## config.mk

```make
export PLATFORM = sky130hd
export DESIGN_NAME = ogcc_div
export DESIGN_NICKNAME = d
export VERILOG_FILES = /design/src/hw/rtl/ogcc_pkg.sv /design/src/hw/rtl/ogcc_div.sv
export SDC_FILE = /design/constraint.sdc
export NUM_CORES = 1
export LEC_CHECK = 0
export ABC_CLOCK_PERIOD_IN_PS = 6950
export CORE_MARGIN = 1
export CORE_UTILIZATION = 30
export CTS_CLUSTER_SIZE = 25
export DETAILED_ROUTE_END_ITERATION = 8
export DONT_BUFFER_PORTS = 1
export PLACE_DENSITY = 0.47
export SYNTH_ARGS = -nofsm -noshare
export SYNTH_HDL_FRONTEND = slang
export SYNTH_SLANG_ARGS = --single-unit
```

## constraint.sdc

```tcl
create_clock -name clk -period 6.95 [get_ports clk]
set_input_delay 0.3475 -clock clk [delete_from_list [all_inputs] [get_ports clk]]
set_output_delay 0.3475 -clock clk [all_outputs]
set_load 0.1 [all_outputs]
```

## src/hw/rtl/ogcc_pkg.sv

```systemverilog
// ogcc_pkg: shared types, register indexes and helpers for the occupancy grid
// collision checker. Used by every module under hw/rtl.
package ogcc_pkg;

  localparam int GRID_X_MAX_DEF = 256;
  localparam int GRID_Y_MAX_DEF = 256;
  localparam int MAX_STEPS_DEF  = 1024;

  localparam int APB_ADDR_W = 5;
  localparam int QUEUE_DEPTH = 2;

  // quotient and divisor widths of the slope divider
  localparam int DIV_NUM_W = 63;
  localparam int DIV_DEN_W = 33;

  localparam logic [1:0] OP_MARK    = 2'd0;
  localparam logic [1:0] OP_POINT   = 2'd1;
  localparam logic [1:0] OP_SEGMENT = 2'd2;
  localparam logic [1:0] OP_SNAP    = 2'd3;

  localparam logic [2:0] REG_ORIGIN_X  = 3'd0;
  localparam logic [2:0] REG_ORIGIN_Y  = 3'd1;
  localparam logic [2:0] REG_LIMIT_X   = 3'd2;
  localparam logic [2:0] REG_LIMIT_Y   = 3'd3;
  localparam logic [2:0] REG_CELL_SIZE = 3'd4;
  localparam logic [2:0] REG_CELL_RCP  = 3'd5;
  localparam logic [2:0] REG_CELLS_X   = 3'd6;
  localparam logic [2:0] REG_CELLS_Y   = 3'd7;

  typedef struct packed {
    logic [1:0]         operation;
    logic signed [31:0] x1;
    logic signed [31:0] y1;
    logic signed [31:0] x2;
    logic signed [31:0] y2;
  } cmd_t;

  typedef struct packed {
    logic               is_free;
    logic               step_cap_hit;
    logic signed [31:0] snapped_x;
    logic signed [31:0] snapped_y;
  } res_t;

  typedef struct packed {
    logic signed [31:0] origin_x;
    logic signed [31:0] origin_y;
    logic signed [31:0] limit_x;
    logic signed [31:0] limit_y;
    logic [30:0]        cell_size;
    logic [30:0]        cell_size_recip;
    logic [8:0]         cells_x;
    logic [8:0]         cells_y;
  } cfg_t;

  // back to front: queue pop and clear-pass status
  typedef struct packed {
    logic pop;
    logic clearing;
  } bk_ctl_t;

  typedef struct packed {
    logic                 start;
    logic [DIV_NUM_W-1:0] numer;
    logic [DIV_DEN_W-1:0] denom;
  } div_req_t;

  typedef struct packed {
    logic                 busy;
    logic                 valid;
    logic [DIV_NUM_W-1:0] quot;
  } div_rsp_t;

  function automatic logic signed [31:0] sat32(input logic signed [65:0] v);
    logic signed [65:0] lo;
    logic signed [65:0] hi;
    lo = -66'sd2147483648;
    hi = 66'sd2147483647;
    if (v < lo) begin
      sat32 = 32'sh8000_0000;
    end else if (v > hi) begin
      sat32 = 32'sh7fff_ffff;
    end else begin
      sat32 = 32'(v);
    end
  endfunction

endpackage

```

## src/hw/rtl/ogcc_div.sv

```systemverilog
// ogcc_div: restoring unsigned divider, one quotient bit per cycle, for the
// segment slope. Depends on ogcc_pkg.
module ogcc_div (
  input  logic               clk,
  input  logic               rst,
  input  ogcc_pkg::div_req_t req,
  output ogcc_pkg::div_rsp_t rsp
);
  import ogcc_pkg::*;

  localparam int CNT_W = $clog2(DIV_NUM_W);

  logic [DIV_DEN_W-1:0] rem;
  logic [DIV_DEN_W-1:0] den;
  logic [DIV_NUM_W-1:0] quo;
  logic [CNT_W-1:0]     cnt;
  logic                 busy;
  logic                 valid;
  logic [DIV_DEN_W:0]   trial;
  logic                 fits;

  assign trial = {rem, quo[DIV_NUM_W-1]};
  assign fits  = (trial >= {1'b0, den});

  assign rsp.busy  = busy;
  assign rsp.valid = valid;
  assign rsp.quot  = quo;

  always_ff @(posedge clk) begin
    if (req.start && !busy) begin
      rem <= '0;
      den <= req.denom;
      quo <= req.numer;
    end else if (busy) begin
      rem <= fits ? DIV_DEN_W'(trial - {1'b0, den}) : DIV_DEN_W'(trial);
      quo <= {quo[DIV_NUM_W-2:0], fits};
    end
  end

  always_ff @(posedge clk) begin
    if (rst) begin
      busy  <= 1'b0;
      valid <= 1'b0;
      cnt   <= '0;
    end else begin
      valid <= 1'b0;
      if (req.start && !busy) begin
        busy <= 1'b1;
        cnt  <= '0;
      end else if (busy) begin
        if (cnt == CNT_W'(DIV_NUM_W - 1)) begin
          busy  <= 1'b0;
          valid <= 1'b1;
        end else begin
          cnt <= cnt + 1'b1;
        end
      end
    end
  end

endmodule

```

# Word level (Yosys, flattened, before mapping)
# Index checks and enable logic that the tools add are counted.
op_classes:
  add_sub_neg: 2
  n_lt_le_gt_ge: 1
  n_eq_ne: 1
  n_mux: 7
  n_bitwise: 2
  reduce_logical: 6
op_table:
  columns: ["operator", "count"]
  rows:
  - ["63-bit 2-to-1 mux", 2]
  - ["34-bit by 33-bit >= comparator with 1-bit output", 1]
  - ["33-bit 2-to-1 mux", 1]
  - ["33-bit subtractor", 1]
  - ["6-bit by 1-bit adder with 6-bit output, second input constant", 1]
  - ["6-bit equality test, second input constant", 1]
  - ["1-bit 2-to-1 mux", 4]
  - ["3-bit OR reduction", 1]
  - ["1-bit NOT", 2]
  - ["2-bit AND reduction", 1]
  - ["2-bit nonzero test", 1]
  - ["2-bit OR reduction", 1]
  - ["1-bit logical AND", 1]
  - ["1-bit logical NOT", 1]
totals:
  regBits: 137
  input_bits: 99
  word_cells: 25

# Depth between registers and ports, before layout
# Gate-level depths: netlist (run 1).
logic_depth:
  depth_word: 4
  ltp_mapped: 13
  depth_no_buf: 12

# Least setup slack after synthesis (run 1)
# Ideal clock, no wire load.
synth_timing:
  kind: "register -> register"
  startpoint: "register quo[62]"
  endpoint: "register rem[29]"
  setup_ps: 62
  arrival_ps: 3143
  setup_slack_ps: 3745
  path_stages_with_launch: 14
  n_path_buf: 1
  path_cell_list: "edfxtp_1 -> inv_1 -> ha_1 -> inv_1 -> fa_1 -> a21o_1 -> a31oi_1 -> o211ai_1 -> and3_1 -> nor3_4 -> or2_2 -> buf_6 -> a2111o_1 -> nand3_1"
synth_via:
  elab_chain_len: 2
synth_rtl:
  columns: ["element", "line_no", "source"]
  rows:
  - ["from (decl)", "ogcc_div.sv:15", "logic [DIV_NUM_W-1:0] quo;"]
  - ["from (signal assigned)", "ogcc_div.sv:33", "quo <= req.numer;"]
  - ["from (signal assigned)", "ogcc_div.sv:36", "quo <= {quo[DIV_NUM_W-2:0], fits};"]
  - ["33-bit subtractor or 34-bit by 33-bit >= comparator with 1-bit output (tied branches)", "ogcc_div.sv:35, ogcc_div.sv:23", null]
  - ["33-bit 2-to-1 mux (*)", "ogcc_div.sv:35", "rem <= fits ? DIV_DEN_W'(trial - {1'b0, den}) : DIV_DEN_W'(trial);"]
  - ["to (signal assigned)", "ogcc_div.sv:35", null]
  - ["to (decl)", "ogcc_div.sv:13", "logic [DIV_DEN_W-1:0] rem;"]
# Mark *: on every way between the ends. The rest lies on a longest branch, timed or not.
# A chain may end at the register's enable or synchronous reset.

# Final worst setup path (run 1)
layout_timing:
  startpoint: "register quo[62]"
  endpoint: "register rem[22]"
# Same word-level chain as after synthesis.

==> flow_metrics.py, run 1 <==
metrics = {
    "global_routing": {
        "first_global_vias": 5807,
        "grt_usage_pct": 15.88,
        "grt_antenna_before_repair": 0,
        "grt_ovf": 0,
        "grt_first_pass_wirelength_um": 31610,
        "grt_start_max_net_pins": 71,
    },
    "drt": {
        "drt_iter0_drc": 300,
        "drt.antenna.violating_nets": 0,
        "num_vias": 5897,
        "routed_wirelength_um": 20080,
        "drt_drc_violations_left": 0,
        "post_drt_wl_per_cell_um": 17.00,
        "drt-pass1-iter-count": 5,
        "post_drt_via_cell_ratio": 4.993,
    },
    "sta": {
        "finalMaxSlewViolations": 0,
        "finClkSkew_ns": 0.01153,
        "final.setup.tns_ns": 0,
        "finalWorstPathRequiredPeriod_ns": 3.948,
        "timing.final.ws_setup_ns": 3.002,
        "hold_violations": 0,
        "setup_repair_after_global_routing_missed_its_margin": "no",
        "post-route-period-util_pct": 56.81,
        "maxClockFrequency_mhz": 253.3,
        "setup_violation_total_in_the_final_timing_report": 0,
        "tightest_slew_ns": 1.014,
        "hold-worst-slack_ns": 0.03810,
        "worst_slew_margin_rel_pct": 32.37,
    },
    "floorplanning": {
        "die_width_um": 160.2,
        "fp.coreArea_um2": 24460,
        "die_h_um": 160.2,
        "floorplan.io_pins": 164,
        "initial_utilization_pct": 30.69,
        "fp.dieArea_um2": 25660,
        "placement_rows": 57,
    },
    "power": {
        "cellPowerDensity_nw_per_um2": 298.2,
        "sequentialPowerShare_pct": 51.8,
        "irDropWorstVdd_uv": 152.5,
        "power.static_leakage_nw": 3.716,
        "internal-power_w": 0.001626,
        "power.share.switching_pct": 37.76,
        "power_switching_w": 0.0009868,
        "share_clk_of_total_power_pct": 36.4,
        "gate_power_share_pct": 11.8,
    },
    "cells_and_area": {
        "final_antenna_diode_count": 0,
        "seqCellArea_um2": 3705,
        "drive_gt1_share_pct": 6.418,
        "fill_cells": 2535,
        "area_growth_syn_to_layout_pct": 16.73,
        "layout.nets": 979,
        "multi_input_area_um2": 3455,
    },
    "worst_setup_path": {
        "arrival_ns": 4.30,
        "worstSetupStartpointType": "flop",
        "timing.critical_path.to_type": "flop",
        "setup.reg_to_reg.worst_slack_ns": 3.00,
        "worst-endpoint-required_ns": 7.30,
        "critical_path_peak_fanout": 23,
        "worst-setup-path-type": "reg -> reg",
    },
    "synth": {
        "netlist_area_um2": 7507,
        "synth_enable_flop_cells": 96,
        "synth-seq-cells": 137,
        "yosysSeqAreaShare_pct": 49.33,
        "syn_inst": 819,
        "count_of_warnings_emitted_by_yosys": 0,
        "share_of_synthesized_flip_flops_with_an_asynchronous_set_or_reset_pct": 0,
        "synth_area_per_cell_um2": 9.166,
        "synth.lib_cells_used.distinct": 59,
        "synthesis.nets": 954,
        "synth-main-ff-cell": "edfxtp_1",
    },
    "clocking": {
        "insertion_delay_ns": 0.43,
        "clock_buffer_count_from_cts": 17,
        "path_clk_slew_ns": 0.06,
        "holdBufCountCts": 35,
        "cts-root-buf": "clkbuf_16",
        "ctsLongestPathBuffers": 2,
        "ctsHtreeMaxLevel": 4,
        "post_cts.resized_instances": 0,
        "number_of_buffers_added_for_setup_after_cts": 0,
        "cts_tree": "done",
        "number_of_clock_sinks": 137,
    },
    "placement": {
        "final_hpwl_from_detailed_placement_um": 13840,
        "pre_cts_ws_ns": 2.963,
        "routabilityCongestion": 0.8387,
        "buffer_ports.inserted": 0,
    },
    "run": {
        "max_cap_viol_count": 0,
    },
    "run_status": {
        "outcome": "finished clean",
    },
    "worst_hold_path": {
        "worstHoldPathType": "in -> reg",
    },
}
cells in the mapped netlist (5+ instances only):
| cell | n | share of area (%) |
|---|---|---|
| inv_1 | 52 | 2.6 |
| mux2i_1 | 17 | 2.3 |
| and3_1 | 16 | 1.3 |
| ha_1 | 35 | 5.8 |
| xor2_1 | 13 | 1.5 |
| nand3_1 | 18 | 1.2 |
| and2_1 | 6 | 0.50 |
| a31oi_1 | 11 | 0.92 |
| o22ai_1 | 9 | 0.75 |
| o211ai_1 | 5 | 0.50 |
| dfxtp_1 | 41 | 11 |
| a32oi_1 | 5 | 0.58 |
| nor2_1 | 29 | 1.4 |
| xnor2_1 | 12 | 1.4 |
| a21o_1 | 20 | 2.0 |
| buf_2 | 5 | 0.33 |
| nand2_1 | 233 | 12 |
| edfxtp_1 | 96 | 38 |
| nand2b_1 | 5 | 0.42 |
| a21oi_1 | 47 | 3.1 |
| nand4_1 | 9 | 0.75 |
| o21ai_0 | 34 | 2.3 |
| nor3_1 | 11 | 0.73 |
| clkbuf_1 | 21 | 1.1 |
sequential cells by signal, indices dropped and copies added, names as in the netlist:
signal	flops
cnt	6
quo	63
valid	1
den	33
busy	1
rem	33
per-stage QoR:
step                total power (W)  std cells  instance area [um^2]  utilization [%]
detailed placement         0.001666       1114                  7810            31.93
finish                     0.002613       1181                  8763            35.82
CTS                        0.002652       1181                  8763            35.82
floorplan                  0.001581        819                  7507                -
global route               0.002728       1181                  8763            35.82
global placement           0.001667       1114                  7810            31.93
worst max-delay path, stage by stage (launching register included):
cell and delay [ns]:
edfxtp_1 0.97, inv_1 0.15, ha_1 0.26, inv_1 0.06, fa_1 0.19, a21o_1 0.15
a31oi_1 0.11, o211ai_1 0.33, and3_1 0.28, nor3_4 0.08, nor2_4 0.71, nand2_1 0.33
o21ai_0 0.24
power by group through the flow:
stage | combinational, W | clock [W] | sequential (W)
after floorplan | 0.000230 | 0 | 0.00135
after global placement | 0.000295 | 0 | 0.00137
after detailed placement | 0.000297 | 0 | 0.00137
after CTS | 0.000313 | 0.000984 | 0.00135
after global routing | 0.000351 | 0.00102 | 0.00136
final | 0.000308 | 0.000952 | 0.00135
cells by family after synthesis:
family / synth area share [%]
AND/OR/NAND/NOR: 19.83
AO/OA/AOI/OAI: 14.62
flip-flops: 49.33
buffers and inverters: 4.783
adder cells (fa/ha/maj): 6.100
XOR/XNOR: 2.917
multiplexers: 2.417
worst paths after layout:
kind | startpoint | end | depth (start not counted)
worst max-delay path | quo[62] | rem[22] | 12
worst min-delay path | req[96] | rem[7] | 1
worst max register to register | quo[62] | rem[22] | 12
worst min register to register | rem[16] | rem[16] | 2
placed cells by master (no fill, tap or decap), types with 11 or more instances in the layout:
| master | synthesis | final |
|---|---|---|
| nor2_1 | 29 | 28 |
| a21oi_1 | 47 | 47 |
| dfxtp_1 | 41 | 40 |
| nand3_1 | 18 | 18 |
| ha_1 | 35 | 35 |
| xnor2_1 | 12 | 12 |
| clkbuf_16 | 0 | 17 |
| inv_1 | 52 | 51 |
| and3_1 | 16 | 16 |
| nand2_1 | 233 | 232 |
| edfxtp_1 | 96 | 96 |
| a31oi_1 | 11 | 11 |
| o21ai_0 | 34 | 34 |
| dlygate4sd3_1 | 0 | 35 |
| xor2_1 | 13 | 13 |
| a21o_1 | 20 | 20 |
| nor3_1 | 11 | 11 |
| mux2i_1 | 17 | 17 |
layout make-up:
type                       instances  area share (%)
clock buffer                      17           4.854
tap                              324           4.626
inverter                          53           2.284
sequential                       137           42.28
multi-input combinational        594           39.42
clock inverter                    15           2.027
timing repair buffer              41           4.512
per-layer routing:
metal	global-route usage (%)	wire length, um	part of all wire, %	vias up
met2	25.51	9249	46	183
met3	5.948	1509	7.5	18
met1	19.87	9088	45	2756
met5	0	0	0	-
li1	-	-	-	2940
met4	4.372	231	1.2	0
No activity file was read; power rests on OpenSTA's default activity.
==> inputs of run 2 (changes only) <==
- ABC_CLOCK_PERIOD_IN_PS: 6950 -> 4100
- clock period: 6.95 -> 4.1 ns (I/O delays scaled with it)
==> flow_metrics.py, run 2 (synthesis gave the netlist of run 1 again) <==
metrics = {
    "drt": {
        "drt_drc_violations_left": 0,
        "post_drt_via_cell_ratio": 4.925,
        "dr.max_layer_used": "met4",
        "met2_routed_wirelength_um": 9434,
        "post_drt_wl_per_cell_um": 16.40,
        "met3_wirelength_um": 1402,
        "drt-pass1-iter-count": 6,
        "routed_wirelength_um": 20350,
        "drt.antenna.violating_nets": 0,
        "num_vias": 6112,
        "drt_iter0_drc": 339,
        "wl_met1_um": 9256,
    },
    "global_routing": {
        "grt_usage_pct": 16.03,
        "grt_start_max_net_pins": 67,
        "first_global_vias": 6209,
        "grt_ovf": 0,
        "grt_first_pass_wirelength_um": 32490,
        "grt_antenna_before_repair": 0,
    },
    "floorplanning": {
        "placement_rows": 57,
        "fp.coreArea_um2": 24460,
        "initial_utilization_pct": 30.69,
        "die_h_um": 160.2,
        "die_width_um": 160.2,
        "fp.dieArea_um2": 25660,
        "floorplan.io_pins": 164,
    },
    "sta": {
        "final.setup.tns_ns": 0,
        "worst_slew_margin_rel_pct": 33.43,
        "hold_violations": 0,
        "timing.final.ws_setup_ns": 0.9229,
        "setup_violation_total_in_the_final_timing_report": 0,
        "tightest_slew_ns": 0.9985,
        "post-route-period-util_pct": 77.49,
        "finalWorstPathRequiredPeriod_ns": 3.177,
        "setup_repair_after_global_routing_missed_its_margin": "no",
        "maxClockFrequency_mhz": 314.8,
        "finalMaxSlewViolations": 0,
        "finClkSkew_ns": 0.01132,
    },
    "clocking": {
        "path_clk_slew_ns": 0.06,
        "cts_tree": "done",
        "cts-root-buf": "clkbuf_16",
        "post_cts.resized_instances": 0,
        "ctsLongestPathBuffers": 2,
        "clock_buffer_count_from_cts": 17,
        "insertion_delay_ns": 0.42,
        "number_of_clock_sinks": 137,
        "ctsHtreeMaxLevel": 4,
    },
    "worst_setup_path": {
        "critical_path_peak_fanout": 22,
        "timing.critical_path.to_type": "flop",
        "setup.reg_to_reg.worst_slack_ns": 0.92,
        "startpoint": "den[23]",
        "worst-endpoint-required_ns": 4.42,
        "worstSetupStartpointType": "flop",
        "r2r-start": "den[23]",
        "worst-setup-path-type": "reg -> reg",
        "arrival_ns": 3.50,
    },
    "worst_hold_path": {
        "hold_path_startpoint": "req[95]",
        "worstHoldPathType": "in -> reg",
    },
    "power": {
        "irDropWorstVdd_uv": 257.2,
        "cellPowerDensity_nw_per_um2": 484.3,
        "power.static_leakage_nw": 3.978,
        "fin_total_pwr_w": 0.004545,
    },
    "cells_and_area": {
        "max_flop_register": "quo",
        "fin_util_pct": 38.36,
        "final_antenna_diode_count": 0,
        "max_reg_flops": 63,
        "top_regs": "quo x63, den x33, rem x33",
        "final-instance-count-excl-fill": 1241,
        "mostFrequentLayoutCells": "nand2_1, edfxtp_1, dlygate4sd3_1",
        "layout.nets": 1039,
        "fill_cells": 2458,
        "layout_commonest_cell": "nand2_1",
        "drive_gt1_share_pct": 6.325,
        "area_growth_syn_to_layout_pct": 25.00,
    },
    "placement": {
        "pre_cts_ws_ns": 0.9416,
        "routabilityCongestion": 0.8043,
        "final_hpwl_from_detailed_placement_um": 13980,
        "post-place-cells": 1116,
        "buffer_ports.inserted": 0,
    },
    "run": {
        "max_cap_viol_count": 0,
    },
    "run_status": {
        "outcome": "finished clean",
    },
}
[run 2: metal layers]
metal | track usage [%] | vias up
met2 | 26.44 | 178
met1 | 20.08 | 2869
met3 | 5.039 | 18
met4 | 4.502 | 0
met5 | 0 | -
li1 | - | 3047
[run 2: timing repair]
item | CTS | global route
hold endpoints to repair | 102 | 0
hold buffers | 93 | 0
setup buffers | 0 | 0
[run 2: path summary, 6_finish.rpt]
path / cells after the start / to
worst max-delay path: 10 / rem[0]
worst min-delay path: 2 / quo[62]
worst max register to register: 10 / rem[0]
worst min register to register: 2 / rem[16]
[run 2: where the power goes]
group / internal, W / switching (W)
Combinational: 0.000239 / 0.000340
Clock: 0.000986 / 0.000696
Sequential: 0.00163 / 0.000650
[run 2: layout make-up]
type / instances / area, um^2 / area share [%]
Clock buffer: 17 / 425.4 / 4.533
Clock inverter: 15 / 207.7 / 2.213
Timing Repair Buffer: 101 / 991.0 / 10.56
Tap cell: 324 / 405.4 / 4.320
Inverter: 53 / 200.2 / 2.133
Multi-Input combinational cell: 594 / 3450 / 36.76
Sequential cell: 137 / 3705 / 39.48
[run 2: critical path, cell delays in order, from the launching register on]
cell and delay, ns:
edfxtp_1 0.35, inv_1 0.05, ha_1 0.41, a211oi_2 0.29, o21ai_1 0.14, a311o_1 0.42
a311o_1 0.40, nor3_4 0.19, or2_2 0.50, mux2i_1 0.15, a21o_1 0.19
[run 2: per-stage QoR]
| stage | instance area, um^2 | hold slack [ns] |
|---|---|---|
| finish | 9384 | 0.003502 |
| floorplan | 7507 | 0.2778 |
| global placement | 7820 | 0.2737 |
| CTS | 9384 | 0.003378 |
| detailed placement | 7820 | 0.2733 |
| global route | 9384 | 0.0008479 |
